<file path="config.mk">
export PLATFORM = sky130hd
export DESIGN_NAME = ipv6_prefix_text_parser
export DESIGN_NICKNAME = d
export VERILOG_FILES = /design/src/rtl/ipv6p_pkg.sv /design/src/rtl/ipv6_prefix_text_parser.sv
export SDC_FILE = /design/constraint.sdc
export NUM_CORES = 1
export LEC_CHECK = 0
export ABC_CLOCK_PERIOD_IN_PS = 11700
export BUFFER_PORTS_ARGS = -buffer_cell sky130_fd_sc_hd__buf_2
export CAP_MARGIN = 15
export CORE_MARGIN = 3
export CORE_UTILIZATION = 45
export CTS_CLUSTER_DIAMETER = 120
export CTS_CLUSTER_SIZE = 10
export DETAILED_ROUTE_END_ITERATION = 7
export HOLD_SLACK_MARGIN = 0.15
export MAX_ROUTING_LAYER = met4
export SLEW_MARGIN = 20
export SYNTH_ARGS = -nofsm -noshare
export SYNTH_HDL_FRONTEND = slang
export SYNTH_SLANG_ARGS = --single-unit
</file>
<file path="constraint.sdc">
create_clock -name clk -period 11.7 [get_ports clk]
set_input_delay 0 -clock clk [delete_from_list [all_inputs] [get_ports clk]]
set_output_delay 0 -clock clk [all_outputs]
set_load 0.01 [all_outputs]
</file>
<file path="src/rtl/ipv6p_pkg.sv">
package ipv6p_pkg;

    // Address shape
    localparam int NumGroups  = 8;
    localparam int HeadKeep   = 4;   // only groups 0..3 reach the output
    localparam int MaxDigits  = 4;
    localparam int MaxLen     = 128;

    // Character codes
    localparam logic [7:0] CharNewline = 8'd10;
    localparam logic [7:0] CharColon   = 8'h3A;
    localparam logic [7:0] CharSlash   = 8'h2F;
    localparam logic [7:0] CharZero    = 8'h30;
    localparam logic [7:0] CharNine    = 8'h39;
    localparam logic [7:0] CharLowA    = 8'h61;
    localparam logic [7:0] CharLowF    = 8'h66;

    typedef logic [15:0] group_t;
    typedef logic [7:0]  char_t;
    typedef logic [3:0]  gcount_t;
    typedef logic [2:0]  dcount_t;

endpackage

</file>
<file path="src/rtl/ipv6_prefix_text_parser.sv">
// Channel | Handshake             | Payload
// --------+-----------------------+--------------------------------------------
// in      | in_valid / in_stall   | char_code
// out     | out_valid / out_stall | prefix_upper, prefix_length, malformed
//
// One character is taken per cycle into an input register while in_stall is low.
// Any other character updates the parse state from it in the next cycle; a newline
// loads the result register and clears the parse state once the result register is free.
// in_stall rises only when a newline waits in the input register while the
// result register is still held by out_stall; other characters never stall.
// rst_n clears all parse state and both valid flags asynchronously.
module ipv6_prefix_text_parser
(
    input  logic                 clk,
    input  logic                 rst_n,
    input  logic                 in_valid,
    output logic                 in_stall,
    input  ipv6p_pkg::char_t     char_code,
    output logic                 out_valid,
    input  logic                 out_stall,
    output logic [63:0]          prefix_upper,
    output logic [7:0]           prefix_length,
    output logic                 malformed
);
    import ipv6p_pkg::*;

    // Input register
    logic  in_valid_reg;
    char_t char_reg;

    // Parse state
    group_t  head_reg [HeadKeep];
    group_t  tail_reg [NumGroups];
    gcount_t head_count_reg;
    gcount_t tail_count_reg;
    logic    after_dc_reg;
    group_t  group_value_reg;
    dcount_t digit_count_reg;
    logic    last_colon_reg;
    logic    in_length_reg;
    logic [7:0] length_reg;
    logic    error_reg;

    // Next state
    group_t  head_next [HeadKeep];
    group_t  tail_next [NumGroups];
    gcount_t head_count_next;
    gcount_t tail_count_next;
    logic    after_dc_next;
    group_t  group_value_next;
    dcount_t digit_count_next;
    logic    last_colon_next;
    logic    in_length_next;
    logic [7:0] length_next;
    logic    error_next;

    // Result register
    logic        out_valid_reg;
    logic [63:0] upper_reg;
    logic [7:0]  length_out_reg;
    logic        bad_reg;

    logic [63:0] upper_next;
    logic [7:0]  length_out_next;
    logic        bad_next;

    logic is_newline;
    logic out_free;
    logic advance;

    assign is_newline = (char_reg == CharNewline);
    assign out_free   = !out_valid_reg || !out_stall;
    assign advance    = !in_valid_reg || !is_newline || out_free;
    assign in_stall   = !advance;

    // Per-character parse step
    always_comb
    begin
        logic       push_req;
        logic       end_req;
        logic       is_hex;
        logic [3:0] hex_val;
        logic [7:0] hex_off;
        logic [11:0] len_mul;
        logic [4:0] group_sum;

        for (int i = 0; i < HeadKeep; i++)
        begin
            head_next[i] = head_reg[i];
        end
        for (int i = 0; i < NumGroups; i++)
        begin
            tail_next[i] = tail_reg[i];
        end
        head_count_next  = head_count_reg;
        tail_count_next  = tail_count_reg;
        after_dc_next    = after_dc_reg;
        group_value_next = group_value_reg;
        digit_count_next = digit_count_reg;
        last_colon_next  = last_colon_reg;
        in_length_next   = in_length_reg;
        length_next      = length_reg;
        error_next       = error_reg;
        push_req         = 1'b0;
        end_req          = 1'b0;

        // Hex digit decode
        is_hex  = 1'b0;
        hex_val = 4'd0;
        if (char_reg inside {[CharZero:CharNine]})
        begin
            is_hex  = 1'b1;
            hex_off = char_reg - CharZero;
            hex_val = hex_off[3:0];
        end
        else if (char_reg inside {[CharLowA:CharLowF]})
        begin
            is_hex  = 1'b1;
            hex_off = char_reg - CharLowA + 8'd10;
            hex_val = hex_off[3:0];
        end
        else
        begin
            hex_off = 8'd0;
        end

        // Decimal length accumulate, saturated at 255
        len_mul = ({4'd0, length_reg} << 3) + ({4'd0, length_reg} << 1)
                  + {8'd0, hex_val};

        // Character dispatch
        if (is_newline)
        begin
            if (!in_length_reg)
            begin
                end_req    = 1'b1;
                error_next = 1'b1;
            end
            else if (digit_count_reg == 3'd0)
            begin
                error_next = 1'b1;
            end
        end
        else if (in_length_reg)
        begin
            if (char_reg inside {[CharZero:CharNine]})
            begin
                length_next      = (len_mul > 12'd255) ? 8'd255 : len_mul[7:0];
                digit_count_next = 3'd1;
            end
            else
            begin
                error_next = 1'b1;
            end
        end
        else if (is_hex)
        begin
            // lone leading colon
            if (last_colon_reg && digit_count_reg == 3'd0 &&
                head_count_reg == 4'd0 && !after_dc_reg)
            begin
                error_next = 1'b1;
            end
            last_colon_next = 1'b0;
            if (digit_count_reg >= dcount_t'(MaxDigits))
            begin
                error_next = 1'b1;
            end
            else
            begin
                group_value_next = {group_value_reg[11:0], hex_val};
                digit_count_next = digit_count_reg + 3'd1;
            end
        end
        else if (char_reg == CharColon)
        begin
            if (digit_count_reg != 3'd0)
            begin
                push_req        = 1'b1;
                last_colon_next = 1'b1;
            end
            else if (last_colon_reg)
            begin
                if (after_dc_reg)
                begin
                    error_next = 1'b1;
                end
                after_dc_next   = 1'b1;
                last_colon_next = 1'b0;
            end
            else if (head_count_reg == 4'd0 && !after_dc_reg)
            begin
                last_colon_next = 1'b1;
            end
            else
            begin
                error_next = 1'b1;
            end
        end
        else if (char_reg == CharSlash)
        begin
            end_req        = 1'b1;
            in_length_next = 1'b1;
        end
        else
        begin
            error_next = 1'b1;
        end

        // Close the open group; tail groups shift in from the top end
        if (push_req || (end_req && digit_count_reg != 3'd0))
        begin
            group_sum = {1'b0, head_count_reg} + {1'b0, tail_count_reg};
            if (group_sum >= 5'(NumGroups))
            begin
                error_next = 1'b1;
            end
            else if (after_dc_next)
            begin
                for (int i = 0; i < NumGroups - 1; i++)
                begin
                    tail_next[i] = tail_reg[i + 1];
                end
                tail_next[NumGroups - 1] = group_value_reg;
                tail_count_next = tail_count_reg + 4'd1;
            end
            else
            begin
                for (int i = 0; i < HeadKeep; i++)
                begin
                    if (head_count_reg == gcount_t'(i))
                    begin
                        head_next[i] = group_value_reg;
                    end
                end
                head_count_next = head_count_reg + 4'd1;
            end
            group_value_next = 16'd0;
            digit_count_next = 3'd0;
        end

        // Address shape checks at end of address part
        group_sum = {1'b0, head_count_next} + {1'b0, tail_count_next};
        if (end_req)
        begin
            if (last_colon_reg)
            begin
                error_next = 1'b1;
            end
            if (head_count_next == 4'd0 && !after_dc_next)
            begin
                error_next = 1'b1;
            end
            if (!after_dc_next && group_sum < 5'(NumGroups))
            begin
                error_next = 1'b1;
            end
            last_colon_next  = 1'b0;
            digit_count_next = 3'd0;
            group_value_next = 16'd0;
        end

        // Expanded upper half: head group, else right-aligned tail entry
        for (int i = 0; i < HeadKeep; i++)
        begin
            if (gcount_t'(i) < head_count_next)
            begin
                upper_next[63 - 16 * i -: 16] = head_next[i];
            end
            else
            begin
                upper_next[63 - 16 * i -: 16] = tail_next[i];
            end
        end

        // Length saturation
        bad_next        = error_next;
        length_out_next = length_reg;
        if (length_reg > 8'(MaxLen))
        begin
            bad_next        = 1'b1;
            length_out_next = 8'(MaxLen);
        end
    end

    // Input register
    always_ff @(posedge clk or negedge rst_n)
    begin
        if (!rst_n)
        begin
            in_valid_reg <= 1'b0;
        end
        else if (advance)
        begin
            in_valid_reg <= in_valid;
        end
    end

    always_ff @(posedge clk)
    begin
        if (advance && in_valid)
        begin
            char_reg <= char_code;
        end
    end

    // Parse state; a newline returns everything to the cleared state
    always_ff @(posedge clk or negedge rst_n)
    begin
        if (!rst_n)
        begin
            for (int i = 0; i < HeadKeep; i++)
            begin
                head_reg[i] <= '0;
            end
            for (int i = 0; i < NumGroups; i++)
            begin
                tail_reg[i] <= '0;
            end
            head_count_reg  <= '0;
            tail_count_reg  <= '0;
            after_dc_reg    <= 1'b0;
            group_value_reg <= '0;
            digit_count_reg <= '0;
            last_colon_reg  <= 1'b0;
            in_length_reg   <= 1'b0;
            length_reg      <= '0;
            error_reg       <= 1'b0;
        end
        else if (in_valid_reg && advance)
        begin
            if (is_newline)
            begin
                for (int i = 0; i < HeadKeep; i++)
                begin
                    head_reg[i] <= '0;
                end
                for (int i = 0; i < NumGroups; i++)
                begin
                    tail_reg[i] <= '0;
                end
                head_count_reg  <= '0;
                tail_count_reg  <= '0;
                after_dc_reg    <= 1'b0;
                group_value_reg <= '0;
                digit_count_reg <= '0;
                last_colon_reg  <= 1'b0;
                in_length_reg   <= 1'b0;
                length_reg      <= '0;
                error_reg       <= 1'b0;
            end
            else
            begin
                head_reg        <= head_next;
                tail_reg        <= tail_next;
                head_count_reg  <= head_count_next;
                tail_count_reg  <= tail_count_next;
                after_dc_reg    <= after_dc_next;
                group_value_reg <= group_value_next;
                digit_count_reg <= digit_count_next;
                last_colon_reg  <= last_colon_next;
                in_length_reg   <= in_length_next;
                length_reg      <= length_next;
                error_reg       <= error_next;
            end
        end
    end

    // Result register
    always_ff @(posedge clk or negedge rst_n)
    begin
        if (!rst_n)
        begin
            out_valid_reg <= 1'b0;
        end
        else if (out_free)
        begin
            out_valid_reg <= in_valid_reg && is_newline;
        end
    end

    always_ff @(posedge clk)
    begin
        if (out_free && in_valid_reg && is_newline)
        begin
            upper_reg      <= upper_next;
            length_out_reg <= length_out_next;
            bad_reg        <= bad_next;
        end
    end

    assign out_valid     = out_valid_reg;
    assign prefix_upper  = upper_reg;
    assign prefix_length = length_out_reg;
    assign malformed     = bad_reg;

endmodule
</file>
==> report_table.html, run 1 <==
<table>
<tr><th>Metric</th><th>Value</th></tr>
<tr><th colspan="2">Floorplanning</th></tr>
<tr><td>Starting Density</td><td>0.4579</td></tr>
<tr><td>Floorplan die height</td><td>188.2 um</td></tr>
<tr><td>X dimension of the die</td><td>188.2 um</td></tr>
<tr><td>FP Rows</td><td>66</td></tr>
<tr><td>Boundary Pins</td><td>87</td></tr>
<tr><td>Total Die Area</td><td>35,420 sq um</td></tr>
<tr><td>Core Box Area</td><td>32,620 sq um</td></tr>
<tr><th colspan="2">Timing</th></tr>
<tr><td>Share of the clock period used by the worst path</td><td>0.4083</td></tr>
<tr><td>RSZ-0062 raised after global routing</td><td>false</td></tr>
<tr><td>Hold Fails Final Rpt</td><td>0</td></tr>
<tr><td>Fin Setup TNS</td><td>0 ns</td></tr>
<tr><td>Post-layout min period</td><td>4.777 ns</td></tr>
<tr><td>Relative max-transition margin</td><td>0.2722</td></tr>
<tr><td>Fin Clk Skew</td><td>0.02811 ns</td></tr>
<tr><td>Transition at the pin with the smallest max-transition slack</td><td>1.092 ns</td></tr>
<tr><td>Highest Clock Rate</td><td>0.2093 GHz</td></tr>
<tr><td>Max Slew Vio Count</td><td>0</td></tr>
<tr><td>Setup violators final</td><td>0</td></tr>
<tr><th colspan="2">Flow run</th></tr>
<tr><td>Reported max-cap violation count</td><td>0</td></tr>
<tr><th colspan="2">Synth</th></tr>
<tr><td>Sequential fraction of the synthesis area</td><td>0.5532</td></tr>
<tr><td>Largest area contributor in the synthesized netlist</td><td>dfrtp_1</td></tr>
<tr><td>Dominant synthesized flop cell</td><td>dfrtp_1</td></tr>
<tr><td>Cell types with the largest area share after synthesis</td><td>dfrtp_1, edfxtp_1, mux2i_1, nand2_1, o21ai_0</td></tr>
<tr><td>Avg Cell Area, Syn</td><td>11.02 sq um</td></tr>
<tr><td>Synthesis-stage register bit count</td><td>314</td></tr>
<tr><td>Post-synthesis instance total</td><td>1,356</td></tr>
<tr><td>Post-synthesis cell area</td><td>14,940 sq um</td></tr>
<tr><td>Number of distinct library cells after synthesis</td><td>64</td></tr>
<tr><td>Number of flops mapped to enable cells by yosys</td><td>81</td></tr>
<tr><td>Warning count from the yosys run</td><td>0</td></tr>
<tr><td>Syn_nets</td><td>1,404</td></tr>
<tr><td>Top cell type's share of synthesized area</td><td>0.3904</td></tr>
<tr><td>Async set-or-reset flop fraction in the synthesized netlist</td><td>0.7420</td></tr>
<tr><th colspan="2">Clock network</th></tr>
<tr><td>Clock tree root buffer cell</td><td>clkbuf_16</td></tr>
<tr><td>Latest clock arrival within the worst-skew pair</td><td>0.52 ns</td></tr>
<tr><td>Post CTS Setup Buffer Count</td><td>0</td></tr>
<tr><td>CTS Hold Buffers Added</td><td>12</td></tr>
<tr><td>Clk slew on worst S/H paths</td><td>0.06 ns</td></tr>
<tr><td>CTS HTree Levels</td><td>2</td></tr>
<tr><td>Number of CTS-inserted buffers</td><td>37</td></tr>
<tr><td>CTS tree</td><td>built</td></tr>
<tr><td>Max Buffers Root-to-Sink</td><td>3</td></tr>
<tr><td>CTS-repair resized insts</td><td>0</td></tr>
<tr><td>Clk sinks</td><td>314</td></tr>
<tr><th colspan="2">Setup path</th></tr>
<tr><td>Highest fanout seen on the critical path</td><td>48</td></tr>
<tr><td>Kind of cell with the highest combined delay on the critical path</td><td>simple AND/OR/NAND/NOR gates</td></tr>
<tr><td>Kind of start point of the critical path</td><td>register</td></tr>
<tr><td>Number of buffer and inverter stages on the critical path</td><td>3</td></tr>
<tr><td>Class of the most critical setup path</td><td>register to register</td></tr>
<tr><td>Worst setup EP type</td><td>register</td></tr>
<tr><td>Slowest-stage cell, CP</td><td>buf_4</td></tr>
<tr><td>Cell-by-cell trace of the critical path</td><td>inv_1 &gt; ha_1 &gt; or3b_2 &gt; a2111oi_4 &gt; a31oi_4 &gt; nor3_2 &gt; buf_4 &gt; buf_4 &gt; o21ai_0 &gt; ha_1 &gt; nand3_1 &gt; nor3_1 &gt; mux2i_1 &gt; or3b_2 &gt; a31oi_1</td></tr>
<tr><td>Worst Path Required</td><td>12.14 ns</td></tr>
<tr><td>Largest stage delay, worst path</td><td>0.79 ns</td></tr>
<tr><td>Worst reg2reg setup slack</td><td>6.92 ns</td></tr>
<tr><td>Crit path arrival time</td><td>5.22 ns</td></tr>
<tr><th colspan="2">Placement</th></tr>
<tr><td>Number of I/O port buffers</td><td>86</td></tr>
<tr><td>Number of placed instances with taps included</td><td>1,806</td></tr>
<tr><td>Estimated wirelength of the detail-placed design</td><td>22,940 um</td></tr>
<tr><td>GP Congestion</td><td>0.9041</td></tr>
<tr><th colspan="2">Global routing</th></tr>
<tr><td>Met2 Usage GRT</td><td>0.3371</td></tr>
<tr><td>Met3 layer usage reported by global route</td><td>0.02902</td></tr>
<tr><td>Initial antenna violation count</td><td>0</td></tr>
<tr><td>Met1 track utilization from global routing</td><td>0.3021</td></tr>
<tr><td>Maximum number of pins on one net before global-route repair</td><td>130</td></tr>
<tr><td>Overall routing resource usage</td><td>0.2158</td></tr>
<tr><td>Gr busiest metal</td><td>met2</td></tr>
<tr><td>Wire length of the first global-routing pass</td><td>58,620 um</td></tr>
<tr><td>Final global-route overflow total</td><td>0</td></tr>
<tr><td>Vias in the first global route</td><td>9,963</td></tr>
<tr><th colspan="2">Final layout</th></tr>
<tr><td>Filler cell count in the final layout</td><td>2,873</td></tr>
<tr><td>Antenna diode instance count</td><td>0</td></tr>
<tr><td>Final layout net count</td><td>1,463</td></tr>
<tr><td>Max reg flops</td><td>128</td></tr>
<tr><td>Area growth syn-to-layout</td><td>12.88%</td></tr>
<tr><td>Number of non-filler instances in the completed layout</td><td>1,882</td></tr>
<tr><td>Fraction of layout instances using a drive strength above 1</td><td>0.1181</td></tr>
<tr><th colspan="2">Detailed routing</th></tr>
<tr><td>Routed wire length</td><td>37,290 um</td></tr>
<tr><td>Vias per Instance</td><td>5.498</td></tr>
<tr><td>Initial DRT Pass Iterations</td><td>5</td></tr>
<tr><td>Average wire per cell in the routed design</td><td>19.81 um</td></tr>
<tr><td>Violation count after the first detailed-routing iteration</td><td>834</td></tr>
<tr><td>Via count</td><td>10,350</td></tr>
<tr><td>Post-detailed-route DRC marker count</td><td>0</td></tr>
<tr><td>Remaining number of nets flagged by the antenna check after routing</td><td>0</td></tr>
<tr><th colspan="2">Power</th></tr>
<tr><td>Switching share of power</td><td>0.2892</td></tr>
<tr><td>Power density relative to cell area</td><td>158.1 nW/um^2</td></tr>
<tr><td>Switching power summed over all nets</td><td>770.8 uW</td></tr>
<tr><td>Static power due to leakage</td><td>0.007115 uW</td></tr>
<tr><td>Int Power</td><td>1895 uW</td></tr>
<tr><td>Proportion of power drawn by flip-flops and latches</td><td>0.518</td></tr>
<tr><td>Peak supply drop</td><td>0.1090 mV</td></tr>
<tr><td>Combinational share of power</td><td>0.097</td></tr>
<tr><td>Part of the power in the clock network</td><td>0.384</td></tr>
<tr><th colspan="2">Run status</th></tr>
<tr><td>Run status</td><td>complete, no violations</td></tr>
<tr><th colspan="2">Worst hold path</th></tr>
<tr><td>Worst min path class</td><td>input pin to asynchronous set/reset pin</td></tr>
</table>
==> worst reg2reg max path, stage by stage (launching register included) <==
cell and delay (ns):
edfxtp_1 0.46, inv_1 0.12, ha_1 0.19, or3b_2 0.54
a2111oi_4 0.38, a31oi_4 0.15, nor3_2 0.16, buf_4 0.35
buf_4 0.81, o21ai_0 0.28, ha_1 0.34, nand3_1 0.09
nor3_1 0.05, mux2i_1 0.13, or3b_2 0.47, a31oi_1 0.18
==> kinds of logic after synthesis <==
| group | after synthesis | synth area share |
|---|---|---|
| flops | 314 | 0.5532 |
| buf+inv | 126 | 0.03594 |
| simple gates | 382 | 0.1128 |
| compound gates | 289 | 0.1266 |
| xor+xnor | 7 | 0.004105 |
| fa+ha+maj | 36 | 0.03166 |
| mux | 202 | 0.1357 |
==> power by group through the flow <==
stage                     registers [uW]  logic, uW  clock network (uW)
final                               1380        259                1020
after global routing                1390        295                1090
after CTS                           1380        261                1050
after detailed placement            1400        256                   0
after global placement              1400        248                   0
after floorplan                     1250        246                   0
==> metrics by stage <==
| step | setup slack [ns] | hold WS (ns) | cell area (sq um) | utilization | power [uW] |
|---|---|---|---|---|---|
| 5_1_grt | 6.619 | 0.1849 | 16860 | 0.5169 | 2780 |
| 3_3_place_gp | 7.015 | 0.1767 | 15690 | 0.4809 | 1648 |
| 4_1_cts | 6.940 | 0.1672 | 16850 | 0.5166 | 2693 |
| 2_1_floorplan | 7.545 | -0.2956 | 14940 | - | 1497 |
| 3_5_place_dp | 6.969 | 0.1679 | 15690 | 0.4809 | 1659 |
| 6_report | 6.923 | 0.1471 | 16860 | 0.5169 | 2665 |
==> layout by cell type, fill, tap and decap left out, drive strengths merged, types with 4 or more instances in the layout <==
cell,synthesis,routed
nand2,266,266
nand4,5,5
a22o,70,70
mux2,4,4
o21a,4,4
ha,33,33
o21bai,4,4
a21oi,18,18
dfrtp,233,233
nor3,11,11
nand2b,5,5
nor2b,11,11
mux2i,198,198
dlygate4sd3,0,12
buf,28,107
a31oi,6,6
a21o,8,8
nand3,21,21
clkbuf,71,61
or4,4,4
edfxtp,81,81
nor2,32,32
o21ai,162,162
xnor2,5,5
inv,27,28
and2,4,4
and3,5,5
==> per-layer routing <==
layer	part of all wire	wire [um]
met1	0.47	17410
met2	0.47	17380
met3	0.048	1775
met4	0.019	724
met5	0	0
==> cell usage after synthesis (5+ instances only) <==
cell type,instances
nand2_1,266
dfrtp_1,233
mux2i_1,198
o21ai_0,157
edfxtp_1,81
clkbuf_1,71
a22o_1,70
ha_1,33
nor2_1,30
inv_1,27
buf_2,21
nand3_1,21
a21oi_1,17
nor2b_1,11
nor3_1,10
a21o_1,8
a31oi_1,5
and3_1,5
nand2b_1,5
nand4_1,5
o21ai_1,5
xnor2_1,5
==> area by class of cell <==
| cell class | count | area [sq um] | share of cell area |
|---|---|---|---|
| timing repair buffer | 119 | 721.9 | 0.04282 |
| clock inverter | 3 | 26.28 | 0.001558 |
| tap | 442 | 553.0 | 0.03280 |
| clock buffer | 61 | 1016 | 0.06025 |
| inverter | 27 | 102.6 | 0.006085 |
| sequential | 314 | 8263 | 0.4901 |
| multi-input combinational | 916 | 6178 | 0.3664 |
==> path summary, 6_finish.rpt <==
kind,cells past startpoint,startpoint,end
max,15,char_reg[0],error_reg
max in group asynchronous,3,rst_n,tail_reg[70]
min in group clk,2,char_code[5],char_reg[5]
min reg2reg,2,tail_reg[37],tail_reg[37]
max reg2reg,15,char_reg[0],error_reg
min,2,rst_n,tail_reg[126]
Note: power is estimated with default switching activity, not from simulation.
==> run 2, diff against run 1 <==
--- a/config.mk
+++ b/config.mk
@@ -5,7 +5,7 @@
 export SDC_FILE = /design/constraint.sdc
 export NUM_CORES = 1
 export LEC_CHECK = 0
-export ABC_CLOCK_PERIOD_IN_PS = 11700
+export ABC_CLOCK_PERIOD_IN_PS = 4450
 export BUFFER_PORTS_ARGS = -buffer_cell sky130_fd_sc_hd__buf_2
 export CAP_MARGIN = 15
 export CORE_MARGIN = 3
==> constraint.sdc (replaced) <==
create_clock -name clk -period 4.45 [get_ports clk]
set_input_delay 0 -clock clk [delete_from_list [all_inputs] [get_ports clk]]
set_output_delay 0 -clock clk [all_outputs]
set_load 0.01 [all_outputs]
==> run 2 against run 1 <==
Compared with the run above: setup slack got worse by 6.7 ns; first-iteration DRC count fell by 10%; sequential share of layout area fell by 0.44 points; critical path type unchanged; critical endpoint is now length_reg[4]; largest power group unchanged.
==> report_table.html, run 2 (synthesis gave the netlist of run 1 again) <==
<table>
<tr><th>Metric</th><th>Value</th></tr>
<tr><th colspan="2">Clock network</th></tr>
<tr><td>CTS HTree Levels</td><td>2 (unchanged)</td></tr>
<tr><td>Clk slew on worst S/H paths</td><td>0.06 ns (about the same)</td></tr>
<tr><td>Number of CTS-inserted buffers</td><td>37 (unchanged)</td></tr>
<tr><td>Clock tree root buffer cell</td><td>clkbuf_16 (unchanged)</td></tr>
<tr><td>CTS tree</td><td>built (unchanged)</td></tr>
<tr><td>Max Buffers Root-to-Sink</td><td>3 (unchanged)</td></tr>
<tr><td>Latest clock arrival within the worst-skew pair</td><td>0.52 ns (about the same)</td></tr>
<tr><td>Clk sinks</td><td>314 (unchanged)</td></tr>
<tr><th colspan="2">Detailed routing</th></tr>
<tr><td>Vias per Instance</td><td>5.464 (was 5.498)</td></tr>
<tr><td>Average wire per cell in the routed design</td><td>19.55 um (was 19.81 um)</td></tr>
<tr><td>Initial DRT Pass Iterations</td><td>5 (unchanged)</td></tr>
<tr><td>Violation count after the first detailed-routing iteration</td><td>747 (was 834)</td></tr>
<tr><td>Routed wire length</td><td>37,020 um (was 37,290 um)</td></tr>
<tr><td>Remaining number of nets flagged by the antenna check after routing</td><td>0 (unchanged)</td></tr>
<tr><td>Via count</td><td>10,340 (was 10,350)</td></tr>
<tr><td>Post-detailed-route DRC marker count</td><td>0 (unchanged)</td></tr>
<tr><th colspan="2">Timing</th></tr>
<tr><td>Relative max-transition margin</td><td>0.3001 (was 0.2722)</td></tr>
<tr><td>Fin Setup TNS</td><td>0 ns (unchanged)</td></tr>
<tr><td>Fin Clk Skew</td><td>0.02125 ns (was 0.02811 ns)</td></tr>
<tr><td>Max Slew Vio Count</td><td>0 (unchanged)</td></tr>
<tr><td>Transition at the pin with the smallest max-transition slack</td><td>1.050 ns (was 1.092 ns)</td></tr>
<tr><td>Highest Clock Rate</td><td>0.2386 GHz (was 0.2093 GHz)</td></tr>
<tr><td>Hold Fails Final Rpt</td><td>0 (unchanged)</td></tr>
<tr><td>Post-layout min period</td><td>4.191 ns (was 4.777 ns)</td></tr>
<tr><td>Setup violators final</td><td>0 (unchanged)</td></tr>
<tr><td>RSZ-0062 raised after global routing</td><td>false (unchanged)</td></tr>
<tr><td>Share of the clock period used by the worst path</td><td>0.9418 (was 0.4083)</td></tr>
<tr><th colspan="2">Worst hold path</th></tr>
<tr><td>Worst min path class</td><td>input pin to register (was input pin to asynchronous set/reset pin)</td></tr>
<tr><th colspan="2">Final layout</th></tr>
<tr><td>Antenna diode instance count</td><td>0 (unchanged)</td></tr>
<tr><td>Leading cell type in the layout, fill and taps excluded</td><td>nand2_1 (unchanged)</td></tr>
<tr><td>Fraction of layout instances using a drive strength above 1</td><td>0.1261 (was 0.1181)</td></tr>
<tr><td>Final layout net count</td><td>1,477 (was 1,463)</td></tr>
<tr><td>Commonest cells after routing, fill and taps aside</td><td>nand2_1, dfrtp_1, mux2i_1 (unchanged)</td></tr>
<tr><td>Area growth syn-to-layout</td><td>13.91% (was 12.88%)</td></tr>
<tr><td>Max reg flops</td><td>128 (unchanged)</td></tr>
<tr><th colspan="2">Power</th></tr>
<tr><td>Static power due to leakage</td><td>0.007208 uW (was 0.007115 uW)</td></tr>
<tr><td>Overall power of the completed layout</td><td>7015 uW (was 2665 uW)</td></tr>
<tr><td>Power density relative to cell area</td><td>412.3 nW/um^2 (was 158.1 nW/um^2)</td></tr>
<tr><td>Peak supply drop</td><td>0.2678 mV (was 0.1090 mV)</td></tr>
<tr><th colspan="2">Floorplanning</th></tr>
<tr><td>Total Die Area</td><td>35,420 sq um (unchanged)</td></tr>
<tr><td>Floorplan die height</td><td>188.2 um (unchanged)</td></tr>
<tr><td>Core Box Area</td><td>32,620 sq um (unchanged)</td></tr>
<tr><td>X dimension of the die</td><td>188.2 um (unchanged)</td></tr>
<tr><td>Boundary Pins</td><td>87 (unchanged)</td></tr>
<tr><td>FP Rows</td><td>66 (unchanged)</td></tr>
<tr><td>Starting Density</td><td>0.4579 (unchanged)</td></tr>
<tr><th colspan="2">Global routing</th></tr>
<tr><td>Maximum number of pins on one net before global-route repair</td><td>181 (was 130)</td></tr>
<tr><td>Initial antenna violation count</td><td>0 (unchanged)</td></tr>
<tr><td>Wire length of the first global-routing pass</td><td>58,640 um (was 58,620 um)</td></tr>
<tr><td>Vias in the first global route</td><td>10,070 (was 9,963)</td></tr>
<tr><td>Final global-route overflow total</td><td>0 (unchanged)</td></tr>
<tr><td>Overall routing resource usage</td><td>0.2164 (was 0.2158)</td></tr>
<tr><th colspan="2">Setup path</th></tr>
<tr><td>Kind of start point of the critical path</td><td>register (unchanged)</td></tr>
<tr><td>Crit path arrival time</td><td>4.61 ns (was 5.22 ns)</td></tr>
<tr><td>Class of the most critical setup path</td><td>register to register (unchanged)</td></tr>
<tr><td>Worst Path Required</td><td>4.87 ns (was 12.14 ns)</td></tr>
<tr><td>Worst setup EP type</td><td>register (unchanged)</td></tr>
<tr><td>Highest fanout seen on the critical path</td><td>8 (was 48)</td></tr>
<tr><th colspan="2">Run status</th></tr>
<tr><td>Run status</td><td>complete, no violations (unchanged)</td></tr>
<tr><th colspan="2">Flow run</th></tr>
<tr><td>Reported max-cap violation count</td><td>0 (unchanged)</td></tr>
<tr><th colspan="2">Placement</th></tr>
<tr><td>Number of I/O port buffers</td><td>86 (unchanged)</td></tr>
<tr><td>GP Congestion</td><td>0.8435 (was 0.9041)</td></tr>
<tr><td>Estimated wirelength of the detail-placed design</td><td>22,680 um (was 22,940 um)</td></tr>
</table>
## run 2: cell types whose count changed in the layout (fill, tap and decap cells not counted), moves of 2 or more
cell / before / now
buf_12: 0 / 2
buf_4: 20 / 31
clkbuf_1: 24 / 21
inv_6: 2 / 0
## run 2: worst paths after layout
path / from / endpoint / slack (ns) / cells after the start
setup / recovery: char_reg[3] / length_reg[4] / 0.26 / 12
setup reg to reg: char_reg[3] / length_reg[4] / 0.26 / 12
hold reg to reg: tail_reg[19] / tail_reg[19] / 0.48 / 2
max in group asynchronous: rst_n / tail_reg[0] / 2.82 / 4
hold / removal: char_code[1] / char_reg[1] / 0.20 / 2
min in group asynchronous: rst_n / tail_reg[126] / 0.58 / 4
## run 2: what timing repair did
item	4_1_cts	5_1_grt
hold endpoints to repair	167	0
hold buffers	14	0
endpoints found under the setup margin	0	6
resized for setup	0	1
buffers inserted	0	0
## run 2: per-layer routing
layer | share of wire | wire, um | up-vias | track usage
met5 | 0 | 0 | - | -
met4 | 0.035 | 1293 | 0 | 0.07302
met3 | 0.049 | 1803 | 64 | 0.02567
met2 | 0.46 | 16890 | 281 | 0.3304
met1 | 0.46 | 17030 | 5055 | 0.3032
li1 | - | - | 4943 | -
## run 2: layout make-up
type	count	area (sq um)
inverter	27	102.6
tap	442	553.0
sequential	314	8263
clock buffer	59	1030
timing repair buffer	133	870.8
fill	2919	15600
clock inverter	2	25.02
multi-input combinational	916	6171
## run 2: critical path, cell delays in order, from the launching register on
cell and delay, ns:
edfxtp_1 0.48, or4_1 0.61, a21oi_1 0.42, o22a_1 0.28, fa_1 0.47, fa_1 0.47, a21o_1 0.18, a21oi_1 0.23
o21bai_1 0.12, and3_1 0.19, a21oi_1 0.38, nor2_1 0.10, o21ai_0 0.16
## run 2: power breakdown
part           switching, uW  internal [uW]  total, uW
Combinational            383            295        678
Clock                   1140           1580       2720
Sequential               481           3140       3620
Total                   2000           5010       7020
## run 2: per-stage QoR
stage                     area, sq um  hold WS (ns)  utilization  std cells  worst slack (ns)
after floorplan                 14940       -0.2956            -       1356            0.2950
after global placement          15800      -0.04522       0.4845       1818            0.3703
after detailed placement        15800      -0.05319       0.4845       1818            0.2989
after CTS                       17020        0.1754       0.5216       1893            0.2730
after global routing            17020        0.1971       0.5216       1893          0.005487
final                           17020        0.1978       0.5216       1893            0.2591
